===== src/rtl/rpbs_pkg.sv =====
package rpbs_pkg;

  localparam int NUM_PRIORITIES_DEF = 64;
  localparam int WORD_BITS_DEF      = 32;
  localparam int MAX_PER_LEVEL_DEF  = 255;

  // Wide enough for any level position up to 511.
  localparam int POS_W = 9;

  localparam logic ACT_READY  = 1'b0;
  localparam logic ACT_REMOVE = 1'b1;

  typedef enum logic [1:0] {
    STAT_OK    = 2'd0,
    STAT_EMPTY = 2'd1,
    STAT_FULL  = 2'd2
  } status_t;

  typedef enum logic [1:0] {
    ST_IDLE,
    ST_UPD,
    ST_SCAN
  } state_t;

  typedef struct packed {
    logic       action;
    logic [5:0] priority_req;
  } req_t;

  typedef struct packed {
    logic [5:0] highest_ready;
    logic       none_ready;
    logic [1:0] status;
  } rsp_t;

endpackage


===== src/rtl/ready_priority_bitmap_scheduler.sv =====
// A result passes through the update and scan states into the result register
// after its request beat is accepted. A new request is accepted only in the idle
// state, after the last one has had its count read, written back and scanned.
// The result register lets a new request enter while a result waits.
// Reset (synchronous): all level counts read as zero through per-entry valid
// bits, the bitmap clears, and no clearing pass is needed.
module ready_priority_bitmap_scheduler #(
  parameter int NUM_PRIORITIES = rpbs_pkg::NUM_PRIORITIES_DEF,
  parameter int WORD_BITS      = rpbs_pkg::WORD_BITS_DEF,
  parameter int MAX_PER_LEVEL  = rpbs_pkg::MAX_PER_LEVEL_DEF
) (
  input  logic          clk,
  input  logic          rst,
  input  logic          req_valid,
  output logic          req_stall,
  input  rpbs_pkg::req_t req,
  output logic          rsp_valid,
  input  logic          rsp_stall,
  output rpbs_pkg::rsp_t rsp
);
  import rpbs_pkg::*;

  localparam int NUM_WORDS = (NUM_PRIORITIES - 1) / WORD_BITS + 1;
  localparam int PRIO_W    = $clog2(NUM_PRIORITIES);
  localparam int EXT_W     = (PRIO_W > 6) ? PRIO_W : 6;
  localparam int CNT_W     = $clog2(MAX_PER_LEVEL + 1);
  localparam int LZ_W      = $clog2(WORD_BITS);

  state_t state, state_next;

  // Level count memory, read through a registered read port.
  logic [CNT_W-1:0] cnt_mem [NUM_PRIORITIES];
  logic [NUM_PRIORITIES-1:0] cnt_vld;
  logic [CNT_W-1:0] rd_cnt;
  logic             rd_vld;

  logic [WORD_BITS-1:0] words      [NUM_WORDS];
  logic [WORD_BITS-1:0] words_next [NUM_WORDS];

  logic              req_acc;
  logic              rsp_load;
  logic [EXT_W-1:0]  prio_ext;
  logic [PRIO_W-1:0] prio_addr;
  logic              prio_in_range;

  logic              action_q;
  logic [PRIO_W-1:0] addr_q;
  logic              in_range_q;
  status_t           status_q;

  logic [CNT_W-1:0]  cnt_cur;
  logic [CNT_W-1:0]  cnt_new;
  logic              mem_we;
  logic              set_bit;
  logic              clr_bit;
  status_t           upd_status;

  logic                 found;
  logic [POS_W-1:0]     base;
  logic [WORD_BITS-1:0] sel_word;
  logic                 lz_found;
  logic [LZ_W-1:0]      lz;
  logic [POS_W-1:0]     pos;

  assign req_acc       = req_valid && !req_stall;
  assign prio_ext      = EXT_W'(req.priority_req);
  assign prio_addr     = prio_ext[PRIO_W-1:0];
  assign prio_in_range = ({3'b000, req.priority_req} < 9'(NUM_PRIORITIES));

  // Next state
  always_comb begin
    state_next = state;
    case (state)
      ST_IDLE: if (req_acc) state_next = ST_UPD;
      ST_UPD:  state_next = ST_SCAN;
      ST_SCAN: if (!rsp_valid || !rsp_stall) state_next = ST_IDLE;
      default: state_next = ST_IDLE;
    endcase
  end

  // Outputs of the sequencer
  always_comb begin
    req_stall = 1'b1;
    rsp_load  = 1'b0;
    case (state)
      ST_IDLE: req_stall = 1'b0;
      ST_UPD:  req_stall = 1'b1;
      ST_SCAN: rsp_load  = !rsp_valid || !rsp_stall;
      default: req_stall = 1'b1;
    endcase
  end

  always_ff @(posedge clk) begin
    if (rst) begin
      state <= ST_IDLE;
    end else begin
      state <= state_next;
    end
  end

  // Capture the request and start the count read.
  always_ff @(posedge clk) begin
    if (req_acc) begin
      action_q   <= req.action;
      addr_q     <= prio_addr;
      in_range_q <= prio_in_range;
      rd_cnt     <= cnt_mem[prio_addr];
      rd_vld     <= cnt_vld[prio_addr];
    end
    if (mem_we) begin
      cnt_mem[addr_q] <= cnt_new;
    end
  end

  always_ff @(posedge clk) begin
    if (rst) begin
      cnt_vld <= '0;
    end else if (mem_we) begin
      cnt_vld[addr_q] <= 1'b1;
    end
  end

  // Modify the count and decide the bitmap change.
  always_comb begin
    cnt_cur    = rd_vld ? rd_cnt : '0;
    cnt_new    = cnt_cur;
    mem_we     = 1'b0;
    set_bit    = 1'b0;
    clr_bit    = 1'b0;
    upd_status = STAT_OK;
    if (state == ST_UPD && in_range_q) begin
      if (action_q == ACT_READY) begin
        set_bit = 1'b1;
        if (cnt_cur == CNT_W'(MAX_PER_LEVEL)) begin
          upd_status = STAT_FULL;
        end else begin
          cnt_new = cnt_cur + CNT_W'(1);
          mem_we  = 1'b1;
        end
      end else begin
        if (cnt_cur == '0) begin
          upd_status = STAT_EMPTY;
        end else begin
          cnt_new = cnt_cur - CNT_W'(1);
          mem_we  = 1'b1;
          clr_bit = (cnt_cur == CNT_W'(1));
        end
      end
    end
  end

  // Level l sits in word l / WORD_BITS, most significant bit first.
  always_comb begin
    words_next = words;
    for (int l = 0; l < NUM_PRIORITIES; l++) begin
      if (PRIO_W'(l) == addr_q) begin
        if (set_bit) words_next[l / WORD_BITS][WORD_BITS - 1 - (l % WORD_BITS)] = 1'b1;
        if (clr_bit) words_next[l / WORD_BITS][WORD_BITS - 1 - (l % WORD_BITS)] = 1'b0;
      end
    end
  end

  always_ff @(posedge clk) begin
    if (rst) begin
      for (int w = 0; w < NUM_WORDS; w++) words[w] <= '0;
    end else begin
      words <= words_next;
    end
  end

  always_ff @(posedge clk) begin
    if (state == ST_UPD) begin
      status_q <= upd_status;
    end
  end

  // Scan: first non-empty word, then leading zeros inside it.
  always_comb begin
    found    = 1'b0;
    base     = '0;
    sel_word = '0;
    for (int w = 0; w < NUM_WORDS; w++) begin
      if (!found && (|words[w])) begin
        found    = 1'b1;
        base     = POS_W'(w * WORD_BITS);
        sel_word = words[w];
      end
    end
    lz_found = 1'b0;
    lz       = '0;
    for (int b = WORD_BITS - 1; b >= 0; b--) begin
      if (!lz_found && sel_word[b]) begin
        lz_found = 1'b1;
        lz       = LZ_W'(WORD_BITS - 1 - b);
      end
    end
    pos = base + POS_W'(lz);
  end

  always_ff @(posedge clk) begin
    if (rsp_load) begin
      rsp.highest_ready <= pos[5:0];
      rsp.none_ready    <= !found;
      rsp.status        <= status_q;
    end
  end

  always_ff @(posedge clk) begin
    if (rst) begin
      rsp_valid <= 1'b0;
    end else if (rsp_load) begin
      rsp_valid <= 1'b1;
    end else if (!rsp_stall) begin
      rsp_valid <= 1'b0;
    end
  end

  a_none_zero: assert property (@(posedge clk) disable iff (rst)
    rsp_valid |-> (!rsp.none_ready || rsp.highest_ready == 6'd0))
    else $error("none_ready result carries a nonzero level");

  a_full_has_ready: assert property (@(posedge clk) disable iff (rst)
    (rsp_valid && rsp.status == STAT_FULL) |-> !rsp.none_ready)
    else $error("saturated level but bitmap reports none ready");

  a_upd_after_accept: assert property (@(posedge clk) disable iff (rst)
    (state == ST_UPD) |-> $past(req_valid && !req_stall))
    else $error("update step without an accepted request");

  a_scan_after_upd: assert property (@(posedge clk) disable iff (rst)
    (state == ST_SCAN && $past(state) != ST_SCAN) |-> $past(state) == ST_UPD)
    else $error("scan step entered without an update");

endmodule


===== config.mk =====
export PLATFORM = sky130hd
export DESIGN_NAME = ready_priority_bitmap_scheduler
export DESIGN_NICKNAME = d
export VERILOG_FILES = /design/src/rtl/rpbs_pkg.sv /design/src/rtl/ready_priority_bitmap_scheduler.sv
export SDC_FILE = /design/constraint.sdc
export NUM_CORES = 1
export LEC_CHECK = 0
export BUFFER_PORTS_ARGS = -buffer_cell sky130_fd_sc_hd__buf_4
export CORE_MARGIN = 10
export CORE_UTILIZATION = 60
export CTS_CLUSTER_DIAMETER = 120
export DETAILED_ROUTE_END_ITERATION = 7
export PLACE_DENSITY = 0.76
export SYNTH_ARGS = -nofsm -noshare
export SYNTH_HDL_FRONTEND = slang
export SYNTH_SLANG_ARGS = --single-unit

===== constraint.sdc =====
create_clock -name clk -period 11 [get_ports clk]
set_clock_uncertainty 0.1 [all_clocks]
set_input_delay 3.3 -clock clk [delete_from_list [all_inputs] [get_ports clk]]
set_output_delay 3.3 -clock clk [all_outputs]
set_load 0.03 [all_outputs]

==> impl_metrics.ini, run 1 <==
[grt]
grt.overflow.total = 0
use_met1_pct = 35.02
busiest_layer = met2
met2_usage_pct = 41.72
grt_pass1_wl_um = 105300
use_met3_pct = 6.157
grt_usage_pct = 26.66
grt_max_degree = 102
grt_pass1_vias = 15819
antenna_found_initial = 1

[power]
comb_power_share_pct = 5.8
p_clk_share_pct = 42.7
power_switching_w = 0.001186
p_int_w = 0.004262
p_per_area_nw_per_um2 = 178.6
sw_frac_of_total_pct = 21.77
leakage_nw = 9.793
ir_drop_mv = 0.1708
seq_power_share_pct = 51.5

[logic_synthesis]
synth_area_um2 = 27190
synthDistinctLibCells = 62
ys_warn_count = 0
synth_ff_type = edfxtp_1
syn_inst = 1654
synth_edf_count = 539
syn-num-nets = 1669
ys_seq_area_share_pct = 69.17
avgSynthCellArea_um2 = 16.44
synthArstFlopShare_pct = 0
ys_seq_elements = 670

[clock_tree]
htree_levels = 3
post_cts.repair.setup_buffers = 0
clockBufferDepth = 3
worstSkewPairLatency_ns = 0.59
cts_tree = done
clock_sinks = 670
cts_buffers = 66
cts-resized-gates = 0
path_clk_slew_ns = 0.07
root_buffer = clkbuf_16
postCtsHoldBufs = 0

[layout]
drive_gt1_share_pct = 24.06
finalNetCount = 1714
fin_area_um2 = 30510
final_cell_mix = edfxtp_1 (539), nor2_1 (234), mux4_2 (189)
antenna_cells = 0
layout_commonest_cell = edfxtp_1
area_growth_pct = 12.20

[placement]
placed_cell_area_um2 = 28260
hpwlAfterDp_um = 42130
numPortBuffers = 21
place_congestion = 0.9183

[die]
rows = 77
die_h_um = 232.9
core_um2 = 44510
start_util_pct = 61.09
dieArea_um2 = 54240
ios = 22
die_w_um = 232.9

[routing]
ant_nets = 0
drc = 0
vias = 16091
wl_um = 71080
first_pass_iters = 7
dr.first_iter.drc_count = 2331
avgViaCountPerCell = 6.871
post_drt_wl_per_cell_um = 30.35

[critical_path]
critPathArrivalTime_ns = 6.44
path_max_fanout = 58
worstPathRequired_ns = 11.22
path_class = primary input to register
critPathLaunchType = primary input
r2r_setup_slack_ns = 6.80
end_kind = register

[sta]
final-hold-violation-count = 0
worstMarginPinSlew_ns = 1.306
max_freq_mhz = 160.6
post-route-min-period_ns = 6.225
final-max-slew-violation-count = 0
timing.setup.tns_ns = 0
rsz0062_at_grt = no
hold_ws_ns = 0.3408
slew_headroom_pct = 12.27
finalCritPeriodShare_pct = 56.59
finalSetupViolCount = 0

[worst_hold_path]
hp-class = register to register

[run_status]
status = complete, no violations

[job]
maxCapViolations = 0
[registers in the layout, summed over array words and instances (netlist names)]
name       count
cnt_mem      512
cnt_vld       64
state          2
rd_cnt         8
rd_vld         1
words         64
rsp_valid      1
rsp            9
action_q       1
status_q       2
addr_q         6
[per-layer routing]
metal,routed length [µm],share of wire [%]
met2,34250,48
met5,13,0.018
met3,7456,10
met4,3648,5.1
met1,25710,36
[power by group through the flow]
stage / Clock, W / Sequential, W / Combinational [W]
CTS: 0.00235 / 0.00281 / 0.000313
detailed placement: 0 / 0.00286 / 0.000309
global route: 0.00244 / 0.00281 / 0.000335
global placement: 0 / 0.00286 / 0.000298
finish: 0.00233 / 0.00281 / 0.000316
floorplan: 0 / 0.00286 / 0.000202
[final timing paths]
| check | cells past startpoint | start | end |
|---|---|---|---|
| max | 5 | req[0] | rd_cnt[1] |
| min | 0 | status_q[0] | rsp[0] |
| max reg2reg | 9 | rd_vld | cnt_mem[43][0] |
| min reg2reg | 0 | status_q[0] | rsp[0] |
[metrics by stage]
step | total power, W | utilization, % | worst slack [ns] | cells
after floorplan | 0.003064 | - | 5.260 | 1654
after global placement | 0.003157 | 63.50 | 4.203 | 2222
after detailed placement | 0.003168 | 63.50 | 4.144 | 2222
after CTS | 0.005467 | 68.53 | 4.724 | 2341
after global routing | 0.005581 | 68.55 | 4.564 | 2342
final | 0.005448 | 68.55 | 4.775 | 2342
[cell usage after synthesis (all sizes together), types with 2 or more instances]
cell type,count,area (µm²)
edfxtp,539,16190
nand2b,8,50.05
clkbuf,50,187.7
nor4b,2,17.52
a31oi,5,31.28
nor2b,7,43.79
a21o,3,22.52
buf,52,305.3
nand3,17,90.09
a221oi,3,32.53
nor3,80,411.7
o211ai,3,22.52
a41oi,2,17.52
o2111ai,2,17.52
a22oi,2,15.01
o41ai,3,33.79
o22ai,3,18.77
and3,2,12.51
o31ai,6,45.04
ha,4,50.05
mux2i,4,40.04
mux4,189,4257
and2,4,25.03
dfxtp,131,2623
nor4,22,162.7
or2,6,37.54
o21ai,30,150.1
a211oi,70,525.5
nand4,7,50.05
inv,12,45.04
xnor2,2,17.52
nor2,234,878.3
nand2,40,150.1
or3,7,43.79
o21a,2,15.01
a21oi,86,430.4
[logic make-up after synthesis]
group	Yosys count	synth area share, %
xor gates and xnor gates	2	0.06443
buffers and inverters	115	1.992
AOI/OAI and AO/OA	228	5.342
and+or+nand+nor	442	7.450
muxes	193	15.80
adders and majority gates	4	0.1841
DFF	670	69.17
[cell type report]
cell class / count / area (µm²)
Tap cell: 592 / 740.7
Clock inverter: 32 / 321.6
Clock buffer: 87 / 1917
Fill cell: 2830 / 14000
Inverter: 13 / 48.80
Sequential cell: 670 / 18810
Timing Repair Buffer: 79 / 604.3
Multi-Input combinational cell: 869 / 8070
[worst max-delay path, cell delays in order]
cell and delay (ns):
buf_8 0.45, buf_4 0.85, mux4_2 0.61, mux4_2 0.54, mux4_2 0.50
(Power assumes the default switching activity.)
==> run 2: changes to the inputs <==
Settings changed: ABC_AREA set to 1, CORE_UTILIZATION 60 to 57.
Clock period 11 ns to 5.41 ns, I/O delays scaled along.
==> run 2 against run 1 <==
Hold slack worse by 0.024 ns. Combinational power grew to 2.6 times the previous value. Sequential cell count stayed put. Sequential share of layout area is 2.1 points lower. Total power is 110% higher.
==> impl_metrics.ini, run 2 <==
[die]
dieArea_um2 = 58220
die_h_um = 241.3
start_util_pct = 57.38
die_w_um = 241.3
core_um2 = 48650
rows = 81
ios = 22

[clock_tree]
postCtsHoldBufs = 0
htree_levels = 3
clock_sinks = 670
path_clk_slew_ns = 0.06
cts_tree = done
cts_buffers = 68
cts-resized-gates = 0
post_cts.repair.setup_buffers = 0
root_buffer = clkbuf_16
clockBufferDepth = 3
worstSkewPairLatency_ns = 0.61

[layout]
fin_area_um2 = 31580
antenna_cells = 0
largest_reg_flops = 512
regMostFlops = cnt_mem
top_regs = cnt_mem (512), cnt_vld (64), words (64)
finalNetCount = 2555
layout_commonest_cell = edfxtp_1
final_cell_mix = edfxtp_1 (539), nor2_1 (488), o21ai_0 (382)
drive_gt1_share_pct = 11.25
area_growth_pct = 13.14

[critical_path]
path_max_fanout = 28
cp_cell_sequence = nand2_1, inv_1, ha_1, inv_1, nor3_1, nand3_1, inv_1, nand2_1, nand3_2, buf_4, nor3_2
cp_slowest_cell = nor3_2
critPathLaunchType = register
critPathBufInv = 4
path_common_cell = inv_1
path_class = register to register
cpPeakStageDelay_ns = 0.84
critPathArrivalTime_ns = 4.15
cp_top_family = simple AND/OR/NAND/NOR gates
worstPathRequired_ns = 5.53
end_kind = register

[power]
total_power_w = 0.01150
ir_drop_mv = 0.2581
leakage_nw = 10.67
p_per_area_nw_per_um2 = 364.0

[sta]
finalCritPeriodShare_pct = 74.39
max_freq_mhz = 248.5
worstMarginPinSlew_ns = 1.395
post-route-min-period_ns = 4.024
final-hold-violation-count = 0
hold_ws_ns = 0.3166
slew_headroom_pct = 6.300
timing.setup.tns_ns = 0
final-max-slew-violation-count = 0
rsz0062_at_grt = no
finalSetupViolCount = 0

[logic_synthesis]
synthTopCellsByCount = edfxtp_1 (539), nor2_1 (488), o21ai_0 (382)
synth_edf_count = 539
yosysTopAreaCellShare_pct = 57.99
syn_inst = 2524
synth_area_um2 = 27910
ys_warn_count = 0
synthArstFlopShare_pct = 0
avgSynthCellArea_um2 = 11.06
ys_seq_elements = 670
synth.most_common_cell = edfxtp_1
syn-num-nets = 2539
yosysTopAreaCell = edfxtp_1
synth_ff_type = edfxtp_1
netlist_top_cells_area = edfxtp_1 (58%), dfxtp_1 (9.4%), o21ai_0 (6.8%), nor2_1 (6.6%), o22ai_1 (3.3%)
synthDistinctLibCells = 43
ys_seq_area_share_pct = 67.38

[grt]
antenna_found_initial = 2
grt.overflow.total = 0
grt_usage_pct = 25.70
grt_max_degree = 153
grt_pass1_vias = 20071
use_met3_pct = 5.448
busiest_layer = met2
grt_pass1_wl_um = 115200
use_met1_pct = 33.05
met2_usage_pct = 40.96

[routing]
first_pass_iters = 6
post_drt_wl_per_cell_um = 23.22
vias = 20665
avgViaCountPerCell = 6.422
ant_nets = 0
dr.first_iter.drc_count = 3066
wl_um = 74710
drc = 0

[placement]
hpwlAfterDp_um = 43540
placed_cell_area_um2 = 29140
numPortBuffers = 21
place_congestion = 0.8693

[job]
maxCapViolations = 0

[worst_hold_path]
hp-class = register to register

[run_status]
status = complete, no violations
## run 2: per-layer routing
| layer | wire length [µm] | share of wire (%) |
|---|---|---|
| met1 | 27690 | 37 |
| met4 | 3529 | 4.7 |
| met2 | 35060 | 47 |
| met3 | 8417 | 11 |
| met5 | 7 | 0.0094 |
## run 2: cell families after synthesis
group | Yosys count | synth area share, %
flip-flops | 670 | 67.38
adder cells (fa/ha/maj) | 4 | 0.1793
XOR/XNOR | 4 | 0.1255
AO/OA/AOI/OAI | 811 | 17.23
buffers and inverters | 325 | 4.370
AND/OR/NAND/NOR | 710 | 10.72
## run 2: area by class of cell
cell class                      count  area [µm²]
Sequential cell                   670       18810
Fill cell                        3478       17070
Multi-Input combinational cell   1529        7999
Clock buffer                       90        1949
Timing Repair Buffer              122        1017
Tap cell                          622       778.2
Inverter                          149       568.0
Clock inverter                     36       460.4
## run 2: where the power goes
part	leakage [nW]	total (W)	switching [W]	internal, W
combinational	3.54	0.000830	0.000645	0.000185
clock	1.15	0.00496	0.00197	0.00299
sequential	5.98	0.00571	0.0000178	0.00569
## run 2: path summary, 6_finish.rpt
path                             startpoint              to  slack, ns  cells past startpoint
worst min-delay path            status_q[0]          rsp[0]       0.32                      0
worst max-delay path                 rd_vld  cnt_mem[34][1]       1.39                     11
worst min register to register  status_q[0]          rsp[0]       0.32                      0
worst max register to register       rd_vld  cnt_mem[34][1]       1.39                     11
## run 2: metrics by stage
step           std cells  utilization [%]  setup slack, ns
2_1_floorplan       2524                -            1.082
4_1_cts             3217            64.86            1.433
3_3_place_gp        3091            59.91           0.9992
5_1_grt             3218            64.92            1.116
6_report            3218            64.92            1.386
3_5_place_dp        3091            59.91            1.003
==> run 3: changes to the inputs <==
Clock period 5.41 ns to 3.4 ns, I/O delays scaled along.
==> run 3 against run 2 <==
Final cell count grew 1.5%. Critical path depth grew 13. Count of clock-buffer cells in the layout grew 2. Via count grew 0.56%. Combinational power grew 71%. Non-clock buffer count grew 51. Clock power grew 49%. Setup slack lost 1.3 ns. Register-to-register slack lost 1.3 ns.
==> impl_metrics.ini, run 3 (synthesis gave the netlist of run 2 again) <==
[sta]
slew_headroom_pct = 13.05
post-route-min-period_ns = 3.302
rsz0062_at_grt = yes
final-max-slew-violation-count = 0
worstMarginPinSlew_ns = 1.303
finalSetupViolCount = 0
final-hold-violation-count = 0
finalCritPeriodShare_pct = 97.10
timing.setup.tns_ns = 0
fin_ws_ns = 0.09843
max_freq_mhz = 302.9

[layout]
finalNonFillerCells = 3267
layout_commonest_cell = edfxtp_1
area_growth_pct = 14.89
final_util_pct = 65.92
finalNetCount = 2605
regMostFlops = cnt_mem
top_regs = cnt_mem (512), cnt_vld (64), words (64)
antenna_cells = 0
final_cell_mix = edfxtp_1 (539), nor2_1 (488), o21ai_0 (380)
drive_gt1_share_pct = 13.27
largest_reg_flops = 512

[run_status]
status = complete, no violations

[die]
die_h_um = 241.3
die_w_um = 241.3
core_um2 = 48650
dieArea_um2 = 58220
start_util_pct = 57.38
ios = 22
rows = 81

[clock_tree]
clock_sinks = 670
cts_tree = done
htree_levels = 3
root_buffer = clkbuf_16
path_clk_slew_ns = 0.06
cts_buffers = 67
postCtsHoldBufs = 0
worstSkewPairLatency_ns = 0.61
clockBufferDepth = 3

[routing]
ant_nets = 0
dr.first_iter.drc_count = 2573
first_pass_iters = 6
avgViaCountPerCell = 6.361
vias = 20781
drc = 0
post_drt_wl_per_cell_um = 22.65
wl_um = 74010

[placement]
place_congestion = 0.8931
numPortBuffers = 21
place_inst = 3138
pre_cts_ws_ns = 0.04102
hpwlAfterDp_um = 43560

[power]
p_per_area_nw_per_um2 = 557.4
leakage_nw = 10.94
ir_drop_mv = 0.3096
total_power_w = 0.01788

[grt]
antenna_found_initial = 0
grt_pass1_wl_um = 114400
grt_max_degree = 125
grt_pass1_vias = 20175
grt_usage_pct = 25.50
grt.overflow.total = 0

[critical_path]
worstPathRequired_ns = 3.76
end_kind = register
critPathArrivalTime_ns = 3.67
path_class = register to register
path_max_fanout = 6
critPathLaunchType = register
r2r_setup_slack_ns = 0.1

[worst_hold_path]
hp-class = register to register

[job]
maxCapViolations = 0
[run 3: metrics by stage]
step | area [µm²] | hold WS (ns)
3_3_place_gp | 29680 | 0.3050
2_1_floorplan | 27950 | 0.3003
4_1_cts | 31900 | 0.3228
3_5_place_dp | 29680 | 0.3084
5_1_grt | 32070 | 0.3371
6_report | 32070 | 0.3200
[run 3: layout make-up]
cell class / count / area, µm²
sequential: 670 / 18820
fill: 3410 / 16580
multi-input combinational: 1529 / 8103
clock buffer: 92 / 1894
timing repair buffer: 173 / 1584
tap: 622 / 778.2
inverter: 149 / 568.0
clock inverter: 32 / 325.3
[run 3: report_power, final]
part	switching [W]	internal (W)
sequential	0.0000247	0.00905
clock	0.00307	0.00431
combinational	0.00105	0.000372
total	0.00414	0.0137
[run 3: routing by layer]
| layer | GRT usage [%] | vias up | share of wire (%) |
|---|---|---|---|
| li1 | - | 9318 | - |
| met3 | 5.528 | 223 | 10 |
| met1 | 32.28 | 10043 | 38 |
| met5 | 0 | - | 0 |
| met2 | 40.78 | 1197 | 47 |
| met4 | 13.43 | 0 | 4.8 |
[run 3: critical path: stages, from the launching register on]
cell	delay [ns]
dfxtp_2	0.33
inv_2	0.06
nand2_1	0.05
nor2_1	0.11
nand2_1	0.10
nor2_2	0.15
nand2_4	0.12
nand3_2	0.08
nand2_2	0.08
nor2_4	0.14
nand3_4	0.10
nor2_4	0.12
nand4_4	0.10
nor2_4	0.11
nand4_1	0.11
nor2_2	0.14
nand4_2	0.11
nor2_4	0.15
nand4_4	0.12
buf_6	0.15
nor4_4	0.24
o41ai_2	0.14
nand4_1	0.15
inv_2	0.04
nand2_2	0.06
[run 3: path summary, 6_finish.rpt]
check,start,end,cells after the start
worst min register to register,status_q[1],rsp[1],0
worst max register to register,words[23],rsp[7],24
worst max-delay path,words[23],rsp[7],24
worst min-delay path,status_q[1],rsp[1],0
[run 3: timing repair]
item,CTS,global route
hold endpoints to repair,0,0
resized for setup,0,36
setup endpoints to repair,0,5
setup buffers,0,5
